**src/hw/rtl/jsmc_pkg.sv**
```systemverilog
`default_nettype none
package jsmc_pkg;

  localparam int unsigned DefMaxDepth  = 32;
  localparam logic [15:0] DefMaxLength = 16'd16384;
  localparam logic [7:0]  DefKeyLimit  = 8'd96;

  localparam logic [0:0] RegMaxLength = 1'd0;
  localparam logic [0:0] RegKeyLimit  = 1'd1;

  localparam logic [2:0] StatOk        = 3'd0;
  localparam logic [2:0] StatMalformed = 3'd1;
  localparam logic [2:0] StatTooLarge  = 3'd2;
  localparam logic [2:0] StatTooDeep   = 3'd4;

  localparam logic [4:0] StTop    = 5'd0;
  localparam logic [4:0] StOpenObj = 5'd1;
  localparam logic [4:0] StOpenArr = 5'd2;
  localparam logic [4:0] StKey    = 5'd3;
  localparam logic [4:0] StValue  = 5'd4;
  localparam logic [4:0] StColon  = 5'd5;
  localparam logic [4:0] StAfter  = 5'd6;
  localparam logic [4:0] StDone   = 5'd7;
  localparam logic [4:0] StKstr   = 5'd8;
  localparam logic [4:0] StKesc   = 5'd9;
  localparam logic [4:0] StVstr   = 5'd10;
  localparam logic [4:0] StVesc   = 5'd11;
  localparam logic [4:0] StLitT   = 5'd12;
  localparam logic [4:0] StLitF   = 5'd13;
  localparam logic [4:0] StLitN   = 5'd14;
  localparam logic [4:0] StNSign  = 5'd15;
  localparam logic [4:0] StNZero  = 5'd16;
  localparam logic [4:0] StNInt   = 5'd17;
  localparam logic [4:0] StNDot   = 5'd18;
  localparam logic [4:0] StNFrac  = 5'd19;
  localparam logic [4:0] StNE     = 5'd20;
  localparam logic [4:0] StNESign = 5'd21;
  localparam logic [4:0] StNExp   = 5'd22;

  typedef struct packed {
    logic [7:0] data_byte;
    logic       last;
  } beat_t;

  typedef struct packed {
    logic [2:0]  status;
    logic [14:0] member_count;
  } result_t;

  function automatic logic is_ws(input logic [7:0] ch);
    return ch == 8'h20 || (ch >= 8'h09 && ch <= 8'h0D);
  endfunction

  function automatic logic is_digit(input logic [7:0] ch);
    return ch >= 8'h30 && ch <= 8'h39;
  endfunction

  function automatic logic is_escape(input logic [7:0] ch);
    return ch == 8'h22 || ch == 8'h5C || ch == 8'h2F || ch == 8'h62 ||
           ch == 8'h66 || ch == 8'h6E || ch == 8'h72 || ch == 8'h74;
  endfunction

  // expected literal character; position 0 unused
  function automatic logic [7:0] lit_char(input logic [1:0] k, input logic [2:0] pos);
    logic [7:0] c;
    c = 8'h00;
    case (k)
      2'd0: case (pos)
        3'd1: c = "r"; 3'd2: c = "u"; 3'd3: c = "e"; default: c = 8'h00;
      endcase
      2'd1: case (pos)
        3'd1: c = "a"; 3'd2: c = "l"; 3'd3: c = "s"; 3'd4: c = "e"; default: c = 8'h00;
      endcase
      2'd2: case (pos)
        3'd1: c = "u"; 3'd2: c = "l"; 3'd3: c = "l"; default: c = 8'h00;
      endcase
      default: c = 8'h00;
    endcase
    return c;
  endfunction

  function automatic logic [2:0] lit_len(input logic [1:0] k);
    return (k == 2'd1) ? 3'd5 : 3'd4;
  endfunction

endpackage
`default_nettype wire

```
**src/hw/rtl/json_syntax_member_counter_top.sv**
```systemverilog
`default_nettype none
// streaming json syntax checker: one byte beat per cycle while in_stall is low, one
// result beat on the byte marked last. input beat registered, lexer and nesting
// bit stack updated in one pass, result held in an output register.
module json_syntax_member_counter_top #(
  parameter int unsigned MAX_DEPTH = jsmc_pkg::DefMaxDepth
) (
  input  wire logic        clk,
  input  wire logic        rst,
  input  wire logic        cfg_write,
  input  wire logic [0:0]  cfg_index,
  input  wire logic [15:0] cfg_data,
  input  wire logic        in_valid,
  output logic             in_stall,
  input  wire logic [7:0]  data_byte,
  input  wire logic        last,
  output logic             out_valid,
  input  wire logic        out_stall,
  output logic [2:0]       status,
  output logic [14:0]      member_count
);
  import jsmc_pkg::*;

  logic [15:0] max_length;
  logic [7:0]  key_limit;
  logic        beat_valid;
  beat_t       beat;
  result_t     result;
  logic        result_valid;
  logic        out_free;

  always_ff @(posedge clk) begin
    if (rst) begin
      max_length <= DefMaxLength;
      key_limit <= DefKeyLimit;
    end else if (cfg_write) begin
      case (cfg_index)
        RegMaxLength: max_length <= cfg_data;
        RegKeyLimit:  key_limit <= cfg_data[7:0];
        default: ;
      endcase
    end
  end

  // output slot frees when taken; input stalls only while a held result blocks
  assign out_free = !out_valid || !out_stall;
  assign in_stall = beat_valid && beat.last && !out_free;

  always_ff @(posedge clk) begin
    if (rst) begin
      beat_valid <= 1'b0;
    end else if (!in_stall) begin
      beat_valid <= in_valid;
    end
    if (!in_stall && in_valid) beat <= '{data_byte: data_byte, last: last};
  end

  jsmc_lexer #(.MAX_DEPTH(MAX_DEPTH)) u_lexer (
    .clk(clk), .rst(rst),
    .beat_valid(beat_valid && !in_stall),
    .beat(beat),
    .max_length(max_length), .key_limit(key_limit),
    .result(result), .result_valid(result_valid)
  );

  always_ff @(posedge clk) begin
    if (rst) begin
      out_valid <= 1'b0;
    end else if (out_free) begin
      out_valid <= result_valid;
    end
    if (out_free && result_valid) begin
      status <= result.status;
      member_count <= result.member_count;
    end
  end

  a_no_overwrite: assert property (@(posedge clk) disable iff (rst)
    (out_valid && out_stall) |=> (out_valid && status == $past(status)))
    else $error("held result lost");
  a_stall_reason: assert property (@(posedge clk) disable iff (rst)
    in_stall |-> (out_valid && out_stall)) else $error("spurious stall");
  a_ok_count: assert property (@(posedge clk) disable iff (rst)
    (out_valid && status != StatOk) |-> member_count == 15'd0)
    else $error("count on error");

endmodule
`default_nettype wire

```
**src/hw/rtl/jsmc_lexer.sv**
```systemverilog
`default_nettype none
module jsmc_lexer #(
  parameter int unsigned MAX_DEPTH = jsmc_pkg::DefMaxDepth
) (
  input  wire logic              clk,
  input  wire logic              rst,
  input  wire logic              beat_valid,
  input  wire jsmc_pkg::beat_t   beat,
  input  wire logic [15:0]       max_length,
  input  wire logic [7:0]        key_limit,
  output jsmc_pkg::result_t      result,
  output logic                   result_valid
);
  import jsmc_pkg::*;

  localparam int unsigned DW = $clog2(MAX_DEPTH + 1);
  localparam int unsigned IW = (MAX_DEPTH > 1) ? $clog2(MAX_DEPTH) : 1;
  localparam logic [DW-1:0] DepthMax = DW'(MAX_DEPTH);

  logic [MAX_DEPTH-1:0] nest_stack, nest_stack_next;
  logic [DW-1:0]  nest_depth, nest_depth_next;
  logic [4:0]     lexer_state, lexer_state_next;
  logic [2:0]     sub_position, sub_position_next;
  logic [7:0]     key_length, key_length_next;
  logic [16:0]    byte_count, byte_count_next;
  logic [14:0]    top_count, top_count_next;
  logic [2:0]     first_error, first_error_next;

  logic [7:0] ch;
  logic       top_obj;
  logic [IW-1:0] top_idx;
  logic [IW-1:0] push_idx;
  logic [1:0]  lit_k;

  assign ch       = beat.data_byte;
  assign top_idx  = IW'(nest_depth - DW'(1));
  assign push_idx = IW'(nest_depth);
  assign top_obj  = (nest_depth != '0) && nest_stack[top_idx];
  assign lit_k    = 2'(lexer_state - StLitT);

  always_comb begin
    logic [2:0] err;
    logic vdone;
    logic after;
    logic open_c;
    logic open_obj;
    logic close_c;
    logic kadd;
    logic [2:0] st;
    err = 3'd0;
    vdone = 1'b0;
    after = 1'b0;
    open_c = 1'b0;
    open_obj = 1'b0;
    close_c = 1'b0;
    kadd = 1'b0;
    nest_stack_next = nest_stack;
    nest_depth_next = nest_depth;
    lexer_state_next = lexer_state;
    sub_position_next = sub_position;
    key_length_next = key_length;
    top_count_next = top_count;
    byte_count_next = (byte_count != 17'h1FFFF) ? byte_count + 17'd1 : byte_count;

    case (lexer_state)
      StTop: if (!is_ws(ch)) begin
        if (ch == "{") begin open_c = 1'b1; open_obj = 1'b1; end
        else if (ch == "[") open_c = 1'b1;
        else err = StatMalformed;
      end
      StOpenObj: if (!is_ws(ch)) begin
        if (ch == "}") close_c = 1'b1;
        else if (ch == "\"") begin key_length_next = 8'd0; lexer_state_next = StKstr; end
        else err = StatMalformed;
      end
      StKey: if (!is_ws(ch)) begin
        if (ch == "\"") begin key_length_next = 8'd0; lexer_state_next = StKstr; end
        else err = StatMalformed;
      end
      StOpenArr, StValue: if (!is_ws(ch)) begin
        if (lexer_state == StOpenArr && ch == "]") close_c = 1'b1;
        else if (ch == "{") begin open_c = 1'b1; open_obj = 1'b1; end
        else if (ch == "[") open_c = 1'b1;
        else if (ch == "\"") lexer_state_next = StVstr;
        else if (ch == "-") lexer_state_next = StNSign;
        else if (ch == "0") lexer_state_next = StNZero;
        else if (is_digit(ch)) lexer_state_next = StNInt;
        else if (ch == "t") begin lexer_state_next = StLitT; sub_position_next = 3'd1; end
        else if (ch == "f") begin lexer_state_next = StLitF; sub_position_next = 3'd1; end
        else if (ch == "n") begin lexer_state_next = StLitN; sub_position_next = 3'd1; end
        else err = StatMalformed;
      end
      StColon: if (!is_ws(ch)) begin
        if (ch == ":") lexer_state_next = StValue;
        else err = StatMalformed;
      end
      StAfter: after = 1'b1;
      StDone: if (!is_ws(ch)) err = StatMalformed;
      StKstr: begin
        if (ch == "\"") lexer_state_next = StColon;
        else if (ch == "\\") lexer_state_next = StKesc;
        else if (ch < 8'h20) err = StatMalformed;
        else kadd = 1'b1;
      end
      StKesc: if (is_escape(ch)) kadd = 1'b1; else err = StatMalformed;
      StVstr: begin
        if (ch == "\"") vdone = 1'b1;
        else if (ch == "\\") lexer_state_next = StVesc;
        else if (ch < 8'h20) err = StatMalformed;
      end
      StVesc: if (is_escape(ch)) lexer_state_next = StVstr; else err = StatMalformed;
      StLitT, StLitF, StLitN: begin
        if (sub_position < lit_len(lit_k) && ch == lit_char(lit_k, sub_position)) begin
          sub_position_next = sub_position + 3'd1;
          if (sub_position_next == lit_len(lit_k)) begin
            sub_position_next = 3'd0;
            vdone = 1'b1;
          end
        end else err = StatMalformed;
      end
      StNSign: begin
        if (ch == "0") lexer_state_next = StNZero;
        else if (is_digit(ch)) lexer_state_next = StNInt;
        else err = StatMalformed;
      end
      StNZero, StNInt: begin
        if (lexer_state == StNInt && is_digit(ch)) lexer_state_next = StNInt;
        else if (ch == ".") lexer_state_next = StNDot;
        else if (ch == "e" || ch == "E") lexer_state_next = StNE;
        else begin vdone = 1'b1; after = 1'b1; end
      end
      StNDot: if (is_digit(ch)) lexer_state_next = StNFrac; else err = StatMalformed;
      StNFrac: begin
        if (is_digit(ch)) lexer_state_next = StNFrac;
        else if (ch == "e" || ch == "E") lexer_state_next = StNE;
        else begin vdone = 1'b1; after = 1'b1; end
      end
      StNE: begin
        if (ch == "+" || ch == "-") lexer_state_next = StNESign;
        else if (is_digit(ch)) lexer_state_next = StNExp;
        else err = StatMalformed;
      end
      StNESign: if (is_digit(ch)) lexer_state_next = StNExp; else err = StatMalformed;
      StNExp: if (!is_digit(ch)) begin vdone = 1'b1; after = 1'b1; end
      default: err = StatMalformed;
    endcase

    // value completion (number end happens before the delimiter)
    if (vdone) begin
      lexer_state_next = StAfter;
      if (nest_depth == DW'(1) && top_count != 15'h7FFF) top_count_next = top_count + 15'd1;
    end
    if (after && !is_ws(ch)) begin
      if (ch == ",") lexer_state_next = top_obj ? StKey : StValue;
      else if (ch == "}" || ch == "]") close_c = 1'b1;
      else err = StatMalformed;
    end
    if (kadd) begin
      if ({1'b0, key_length} + 9'd1 >= {1'b0, key_limit}) err = StatTooLarge;
      else begin
        key_length_next = key_length + 8'd1;
        lexer_state_next = StKstr;
      end
    end
    if (open_c) begin
      if (nest_depth >= DepthMax) err = StatTooDeep;
      else begin
        nest_stack_next[push_idx] = open_obj;
        nest_depth_next = nest_depth + DW'(1);
        lexer_state_next = open_obj ? StOpenObj : StOpenArr;
      end
    end
    if (close_c) begin
      if (nest_depth == '0 || ch != (top_obj ? 8'h7D : 8'h5D)) err = StatMalformed;
      else begin
        nest_depth_next = nest_depth - DW'(1);
        if (nest_depth == DW'(1)) lexer_state_next = StDone;
        else begin
          lexer_state_next = StAfter;
          if (nest_depth == DW'(2) && top_count_next != 15'h7FFF)
            top_count_next = top_count_next + 15'd1;
        end
      end
    end

    first_error_next = first_error;
    if (first_error != 3'd0) begin
      nest_stack_next = nest_stack;
      nest_depth_next = nest_depth;
      lexer_state_next = lexer_state;
      sub_position_next = sub_position;
      key_length_next = key_length;
      top_count_next = top_count;
    end else if (err != 3'd0) begin
      first_error_next = err;
      nest_stack_next = nest_stack;
      nest_depth_next = nest_depth;
      lexer_state_next = lexer_state;
      sub_position_next = sub_position;
      key_length_next = key_length;
      top_count_next = top_count;
    end

    if (byte_count_next > {1'b0, max_length}) st = StatTooLarge;
    else if (first_error_next != 3'd0) st = first_error_next;
    else if (lexer_state_next != StDone) st = StatMalformed;
    else st = StatOk;
    result.status = st;
    result.member_count = (st == StatOk) ? top_count_next : 15'd0;
  end

  always_ff @(posedge clk) begin
    if (rst || (beat_valid && beat.last)) begin
      nest_stack <= '0;
      nest_depth <= '0;
      lexer_state <= StTop;
      sub_position <= 3'd0;
      key_length <= 8'd0;
      byte_count <= 17'd0;
      top_count <= 15'd0;
      first_error <= 3'd0;
    end else if (beat_valid) begin
      nest_stack <= nest_stack_next;
      nest_depth <= nest_depth_next;
      lexer_state <= lexer_state_next;
      sub_position <= sub_position_next;
      key_length <= key_length_next;
      byte_count <= byte_count_next;
      top_count <= top_count_next;
      first_error <= first_error_next;
    end
  end

  assign result_valid = beat_valid && beat.last;

  a_depth_bound: assert property (@(posedge clk) disable iff (rst)
    nest_depth <= DepthMax) else $error("nesting depth overflow");
  a_err_sticky: assert property (@(posedge clk) disable iff (rst)
    (first_error != 3'd0 && !(beat_valid && beat.last)) |=> first_error == $past(first_error))
    else $error("first error changed");
  a_clear_after_last: assert property (@(posedge clk) disable iff (rst)
    (beat_valid && beat.last) |=> (nest_depth == '0 && lexer_state == StTop))
    else $error("parse state not cleared");

endmodule
`default_nettype wire

```
**config.mk**
```make
export PLATFORM = sky130hd
export DESIGN_NAME = json_syntax_member_counter_top
export DESIGN_NICKNAME = d
export VERILOG_FILES = /design/src/hw/rtl/jsmc_pkg.sv /design/src/hw/rtl/json_syntax_member_counter_top.sv /design/src/hw/rtl/jsmc_lexer.sv
export SDC_FILE = /design/constraint.sdc
export NUM_CORES = 1
export LEC_CHECK = 0
export BUFFER_PORTS_ARGS = -buffer_cell sky130_fd_sc_hd__buf_2
export CORE_ASPECT_RATIO = 1.5
export CORE_UTILIZATION = 50
export DETAILED_ROUTE_END_ITERATION = 16
export PLACE_DENSITY = 0.79
export SETUP_SLACK_MARGIN = 0.2
export SLEW_MARGIN = 10
export SYNTH_ARGS = -nofsm -noshare
export SYNTH_HDL_FRONTEND = slang
export SYNTH_SLANG_ARGS = --single-unit
```
**constraint.sdc**
```tcl
create_clock -name clk -period 4.3 [get_ports clk]
set_clock_uncertainty 0.15 [all_clocks]
set_input_delay 0.645 -clock clk [delete_from_list [all_inputs] [get_ports clk]]
set_output_delay 0.645 -clock clk [all_outputs]
set_load 0.005 [all_outputs]
```
After elaboration in Yosys (flattened, before gate mapping)
Cells that the tools add are included.
{"block": "word_totals", "input_bits": 31, "register_bits": 142, "out_inout_bits": 20, "wordCells": 336}
{"block": "op_classes", "bitwise": 4, "order_cmp": 12, "eq_ne": 68, "mux": 170, "reduce_logical": 57, "add_sub_neg": 9}
{"cell": "$mux W5", "n": 42}
{"cell": "$mux W3", "n": 46}
{"cell": "$mux W15", "n": 8}
{"cell": "$eq A8 B7 Y1 const B", "n": 12}
{"cell": "$eq A8 B6 Y1 const B", "n": 9}
{"cell": "$pmux W5 S13", "n": 1}
{"cell": "$mux W8", "n": 7}
{"cell": "$mux W1", "n": 43}
{"cell": "$eq A5 B4 Y1 const B", "n": 8}
{"cell": "$pmux W3 S13", "n": 1}
{"cell": "$eq A5 B5 Y1 const B", "n": 7}
{"cell": "$bwmux W32", "n": 1}
{"cell": "$add A15 B1 Y15 const B", "n": 2}
{"cell": "$mux W6", "n": 5}
{"cell": "$ne A15 B15 Y1 const B", "n": 2}
{"cell": "$pmux W7 S4", "n": 1}
{"cell": "$pmux W8 S3", "n": 1}
{"cell": "$pmux W7 S3", "n": 1}
{"cell": "$eq A5 B3 Y1 const B", "n": 4}
{"cell": "$add A17 B1 Y17 const B", "n": 1}
{"cell": "$gt A17 B16 Y1", "n": 1}
{"cell": "$mux W17", "n": 1}
{"cell": "$ne A17 B17 Y1 const B", "n": 1}
{"cell": "$logic_and A1 B1 Y1", "n": 16}
{"cell": "58 further kinds", "n": 99}

Logic depth before layout (Yosys ltp)
{"block": "logic_depth", "ltp_word": 30, "mapped_depth": 22, "depth_no_buf": 19}

Cells and area by module
A second synthesis with hierarchy kept.
{"block": "unflattened", "cells_unflattened": 1241, "hier_area_um2": 9908.3}
{"module": "jsmc_lexer", "area_per_inst_um2": 8107.8, "n_inst": 1, "seq_area_each_um2": 1781.7, "cells_each": 1094}
{"module": "json_syntax_member_counter_top", "area_per_inst_um2": 1800.5, "n_inst": 1, "seq_area_each_um2": 1331.3, "cells_each": 147}

Least setup slack after synthesis
Ideal clock, no wire load.
{"block": "synth_path", "path_type": "flip-flop to flip-flop", "startpoint": "reg u_lexer.nest_depth[0]", "endpoint": "reg member_count[9] (data pin)", "n_path_buf": 3, "setup_ps": 266, "arrival_ps": 4121, "path_stages_with_launch": 17, "required_time_ps": 3884, "setup_slack_ps": -237, "period_less_slack_ps": 4537, "path_cell_list": "dfxtp_1 > clkbuf_1 > buf_2 > inv_1 > ha_1 > clkbuf_1 > mux4_2 > mux2i_1 > nor3_1 > nor2_1 > nand2_1 > xnor2_1 > or4b_2 > a2111o_1 > a21boi_0 > xnor2_1 > nor2_1"}
{"block": "synth_between", "elab_chain_cells": 20, "elab_cells_between_ends": 49, "classes_between": "2 x add/sub; 1 x order compare; 5 x eq/ne; 32 x mux; 9 x reduce/logical"}
{"element": "start: declaration", "line": "jsmc_lexer.sv:21", "rtl": "logic [DW-1:0] nest_depth, nest_depth_next;"}
{"element": "start signal: assignment", "line": "jsmc_lexer.sv:224", "rtl": "nest_depth <= nest_depth_next;"}
{"element": "$sub A6 B1 Y6"}
{"element": "$bmux W1 S5", "line": "jsmc_lexer.sv:38", "rtl": "assign top_obj = (nest_depth != '0) && nest_stack[top_idx];"}
{"element": "$mux W1 (implied by the code)", "line": "jsmc_lexer.sv:38"}
{"element": "$logic_and A1 B1 Y1", "line": "jsmc_lexer.sv:38"}
{"element": "$mux W3", "line": "jsmc_lexer.sv:154", "rtl": "if (ch == \",\") lexer_state_next = top_obj ? StKey : StValue;"}
{"element": "$mux W5", "line": "jsmc_lexer.sv:154"}
{"element": "$mux W5", "line": "jsmc_lexer.sv:153", "rtl": "if (after && !is_ws(ch)) begin"}
{"element": "$mux W5", "line": "jsmc_lexer.sv:159", "rtl": "if ({1'b0, key_length} + 9'd1 >= {1'b0, key_limit}) err = StatTooLarge;"}
{"element": "[4 not listed]"}
{"element": "$mux W5", "line": "jsmc_lexer.sv:173", "rtl": "if (close_c) begin"}
{"element": "$mux W5", "line": "jsmc_lexer.sv:194", "rtl": "end else if (err != 3'd0) begin"}
{"element": "$mux W5", "line": "jsmc_lexer.sv:187", "rtl": "if (first_error != 3'd0) begin"}
{"element": "$ne A5 B3 Y1", "line": "jsmc_lexer.sv:206", "rtl": "else if (lexer_state_next != StDone) st = StatMalformed;"}
{"element": "$mux W1", "line": "jsmc_lexer.sv:206"}
{"element": "$mux W3", "line": "jsmc_lexer.sv:205", "rtl": "else if (first_error_next != 3'd0) st = first_error_next;"}
{"element": "$mux W3", "line": "jsmc_lexer.sv:204", "rtl": "if (byte_count_next > {1'b0, max_length}) st = StatTooLarge;"}
{"element": "$logic_not A3 Y1", "line": "jsmc_lexer.sv:209", "rtl": "result.member_count = (st == StatOk) ? top_count_next : 15'd0;"}
{"element": "end signal: assignment", "line": "json_syntax_member_counter_top.sv:74", "rtl": "member_count <= result.member_count;"}
{"element": "end: declaration", "line": "json_syntax_member_counter_top.sv:20", "rtl": "output logic [14:0] member_count"}
Parallel ways exist; a longest one is shown, timed or not. The select of a mux whose other input is x is not followed.
A chain may end at the register's enable or synchronous reset.

Worst setup path after layout
{"block": "layout_path", "startpoint": "reg u_lexer.sub_position[0]", "endpoint": "reg member_count[9] (data pin)"}
{"block": "layout_between", "elab_chain_cells": 26, "elab_cells_between_ends": 59, "classes_between": "2 x add/sub; 1 x order compare; 8 x eq/ne; 42 x mux; 6 x reduce/logical"}
{"element": "start: declaration", "line": "jsmc_lexer.sv:23", "rtl": "logic [2:0] sub_position, sub_position_next;"}
{"element": "start signal: assignment", "line": "jsmc_lexer.sv:226", "rtl": "sub_position <= sub_position_next;"}
{"element": "$eq A3 B2 Y1", "line": "jsmc_pkg.sv:68, jsmc_pkg.sv:71, jsmc_pkg.sv:74"}
{"element": "$reduce_or A2 Y1 (no source line)"}
{"element": "$pmux W7 S2", "line": "jsmc_pkg.sv:74", "rtl": "2'd2: case (pos)"}
{"element": "$pmux W8 S3", "line": "jsmc_pkg.sv:67", "rtl": "case (k)"}
{"element": "$mux W8", "line": "jsmc_lexer.sv:65", "rtl": "case (lexer_state)"}
{"element": "$eq A8 B8 Y1", "line": "jsmc_lexer.sv:113", "rtl": "if (sub_position < lit_len(lit_k) && ch == lit_char(lit_k, sub_position)) begin"}
{"element": "$logic_and A1 B1 Y1", "line": "jsmc_lexer.sv:113"}
{"element": "$mux W1", "line": "jsmc_lexer.sv:113"}
{"element": "[10 not listed]"}
{"element": "$reduce_bool A3 Y1", "line": "jsmc_lexer.sv:194"}
{"element": "$mux W5", "line": "jsmc_lexer.sv:194"}
{"element": "$mux W5", "line": "jsmc_lexer.sv:187"}
{"element": "$ne A5 B3 Y1", "line": "jsmc_lexer.sv:206"}
{"element": "$mux W1", "line": "jsmc_lexer.sv:206"}
{"element": "$mux W3", "line": "jsmc_lexer.sv:205"}
{"element": "$mux W3", "line": "jsmc_lexer.sv:204"}
{"element": "$logic_not A3 Y1", "line": "jsmc_lexer.sv:209"}
Parallel ways exist; a longest one is shown, timed or not. The select of a mux whose other input is x is not followed.

==> impl_metrics.yaml <==
logic_synthesis:
  synth_edf_count: 27
  yosysSeqAreaShare: 0.3164
  synthCells: 1248
  synth_area_um2: 9838
  syn_avg_cell_area_um2: 7.883
  ys_seq_elements: 142
  synth_ff_type: "dfxtp_1"
  async_flop_share: 0
  synth.distinct_cells: 95
  yosysWarnings: 0
  syn_nets: 1317
timing:
  fin_tns_setup_ns: -3.135
  timing.final.crit_share: 1.085
  maxSlewViolCount: 0
  worst-slew-pin-transition_ns: 1.131
  setup_slack_ns: -0.3638
  slew_headroom: 0.2432
  clock.fmax_mhz: 214.4
  setup_viol: 24
  whs_ns: 0.2262
  fin_crit_ns: 4.664
  finalHoldViolations: 0
  rsz0062_at_grt: "true"
route:
  dr.pass1.iters: 5
  vias: 10510
  postRouteAntennaNets: 0
  drc: 0
  vias_per_cell: 6.303
  wire_per_inst_um: 20.12
  initialDrtViolationCount: 1006
  drt_wl_total_mm: 33.55
grt:
  grt_max_degree: 38
  antenna_found_initial: 0
  grt.total_usage: 0.2997
  grt_pass1_wl_mm: 47.71
  grt_pass1_vias: 10020
  grt_overflow: 0
floorplanning:
  coreArea_um2: 19240
  num_rows: 62
  die-area_um2: 20250
  fp.dieW_um: 116.5
  die_h_um: 173.8
  io_pins: 51
  initial_core_util: 0.5114
layout:
  nets: 1467
  final_cell_area_um2: 12850
  final_layout_size_suffix_gt1_frac: 0.2899
  multi_input_area_um2: 6940
  fill_cells: 1494
  syn_to_final_growth_pct: 30.64
  antenna_cells: 0
  regArea_um2: 3134
  final_cell_mix: "nand2_1 (149), nor2_1 (144), buf_4 (131), dfxtp_1 (104), a21oi_1 (80)"
  layout_commonest_cell: "nand2_1"
power_and_ir_drop:
  switching_power_w: 0.0008281
  power_density_nw_per_um2: 253.7
  seqPwrFrac: 0.425
  power.static_leakage_nw: 4.928
  power.total_w: 0.003260
  clock_power_share: 0.505
  combPwrFrac: 0.070
  swShare: 0.2540
  intPower_w: 0.002432
  peakVddDrop_v: 0.0003116
worst_hold_path:
  hold_class: "primary input to register"
worst_setup_path:
  cp-end-kind: "register"
  path_max_fanout: 7
  critPathKind: "register to register"
  start_kind: "register"
  arrival_ns: 4.72
  crit_required_ns: 4.35
clock_network:
  cts_hold_buffers: 0
  clk_pin_slew_ns: 0.07
  clk_latency_ns: 0.44
  cts_tree: "done"
  htreeDepth: 4
  cts_root_buffer: "clkbuf_16"
  cts_sinks: 142
  clockBufferDepth: 2
  cts_buffers: 17
outcome:
  outcome: "finished with violations"
  violations: "setup timing"
placed_design:
  pre_cts_ws_ns: -0.05374
  hpwl_mm: 20.40
  port_buffers: 50
  routabilityCongestion: 0.9619
  placed_area_um2: 10890
flow_run:
  cap_violations: 0
synthesized netlist by cell type, drive strengths merged, types with 27 or more instances:
| master | instances | area [um2] |
|---|---|---|
| nand2 | 156 | 588.1 |
| nor2 | 156 | 595.6 |
| dfxtp | 115 | 2302 |
| a21oi | 89 | 445.4 |
| clkbuf | 66 | 309.0 |
| o21ai | 64 | 320.3 |
| inv | 50 | 187.7 |
| nand3 | 48 | 240.2 |
| ha | 38 | 475.5 |
| xnor2 | 38 | 332.8 |
| nor3 | 33 | 165.2 |
| xor2 | 32 | 280.3 |
| edfxtp | 27 | 810.8 |
final cells by class:
type | count | area share
clock buffers | 18 | 0.03505
inverters | 50 | 0.01480
multi-input cells | 980 | 0.5400
repair buffers | 207 | 0.1265
clock inverters | 14 | 0.01489
flip-flops and latches | 142 | 0.2439
well taps | 256 | 0.02492
repair_timing:
action / in CTS / in global routing
gates resized for setup: 52 / 125
endpoints found under the setup margin: 78 / 83
buffers inserted: 20 / 30
pin swaps: 20 / 67
cloned: 1 / 5
state kept, by name, summed over array words and instances (netlist names):
register / count
member_count: 15
u_lexer.key_length: 8
beat_valid: 1
key_limit: 8
status: 3
out_valid: 1
u_lexer.nest_stack: 32
u_lexer.top_count: 15
u_lexer.lexer_state: 5
u_lexer.first_error: 3
u_lexer.byte_count: 17
u_lexer.nest_depth: 6
beat: 9
u_lexer.sub_position: 3
max_length: 16
kinds of logic after synthesis:
| group | synth area share |
|---|---|
| AND/OR/NAND/NOR | 0.2926 |
| AO/OA/AOI/OAI | 0.1719 |
| flip-flops | 0.3164 |
| buffers and inverters | 0.05863 |
| XOR/XNOR | 0.06232 |
| multiplexers | 0.04973 |
| adder cells (fa/ha/maj) | 0.04833 |
path summary, 6_finish.rpt:
path | startpoint | to | slack (ns) | cells past startpoint
worst max register to register | u_lexer.sub_position[0] | member_count[9] | -0.36 | 16
worst min register to register | u_lexer.nest_stack[5] | u_lexer.nest_stack[5] | 0.30 | 2
worst min-delay path | data_byte[5] | beat[6] | 0.23 | 1
worst max-delay path | u_lexer.sub_position[0] | member_count[9] | -0.36 | 16
layer usage:
layer,part of all wire,track usage
met5,0,0
met4,0.082,0.2062
met3,0.069,0.05839
met2,0.50,0.5335
met1,0.35,0.3075
power by group through the flow:
stage               sequential, W  combinational, W  clock (W)
floorplan                 0.00142          0.000127          0
global placement          0.00142          0.000196          0
detailed placement        0.00142          0.000200          0
CTS                       0.00139          0.000209    0.00165
global route              0.00139          0.000247    0.00172
finish                    0.00139          0.000228    0.00165
worst max-delay path: stages, from the launching register on:
cell      delay, ns
dfxtp_4        0.37
ha_2           0.21
ha_4           0.18
a211oi_2       0.28
o32ai_2        0.14
xor2_1         0.21
nor4b_4        0.38
buf_4          0.19
a31oi_4        0.17
buf_6          0.22
nor4_2         0.64
xnor2_2        0.33
nand3_1        0.15
a2111o_1       0.42
a21boi_2       0.16
xnor2_1        0.14
nor2_1         0.06
through the flow:
step | util | instances
6_report | 0.6681 | 1667
5_1_grt | 0.6681 | 1667
4_1_cts | 0.6203 | 1632
3_5_place_dp | 0.5661 | 1579
3_3_place_gp | 0.5661 | 1579
2_1_floorplan | - | 1248
No activity file was read; power rests on OpenSTA's default activity.
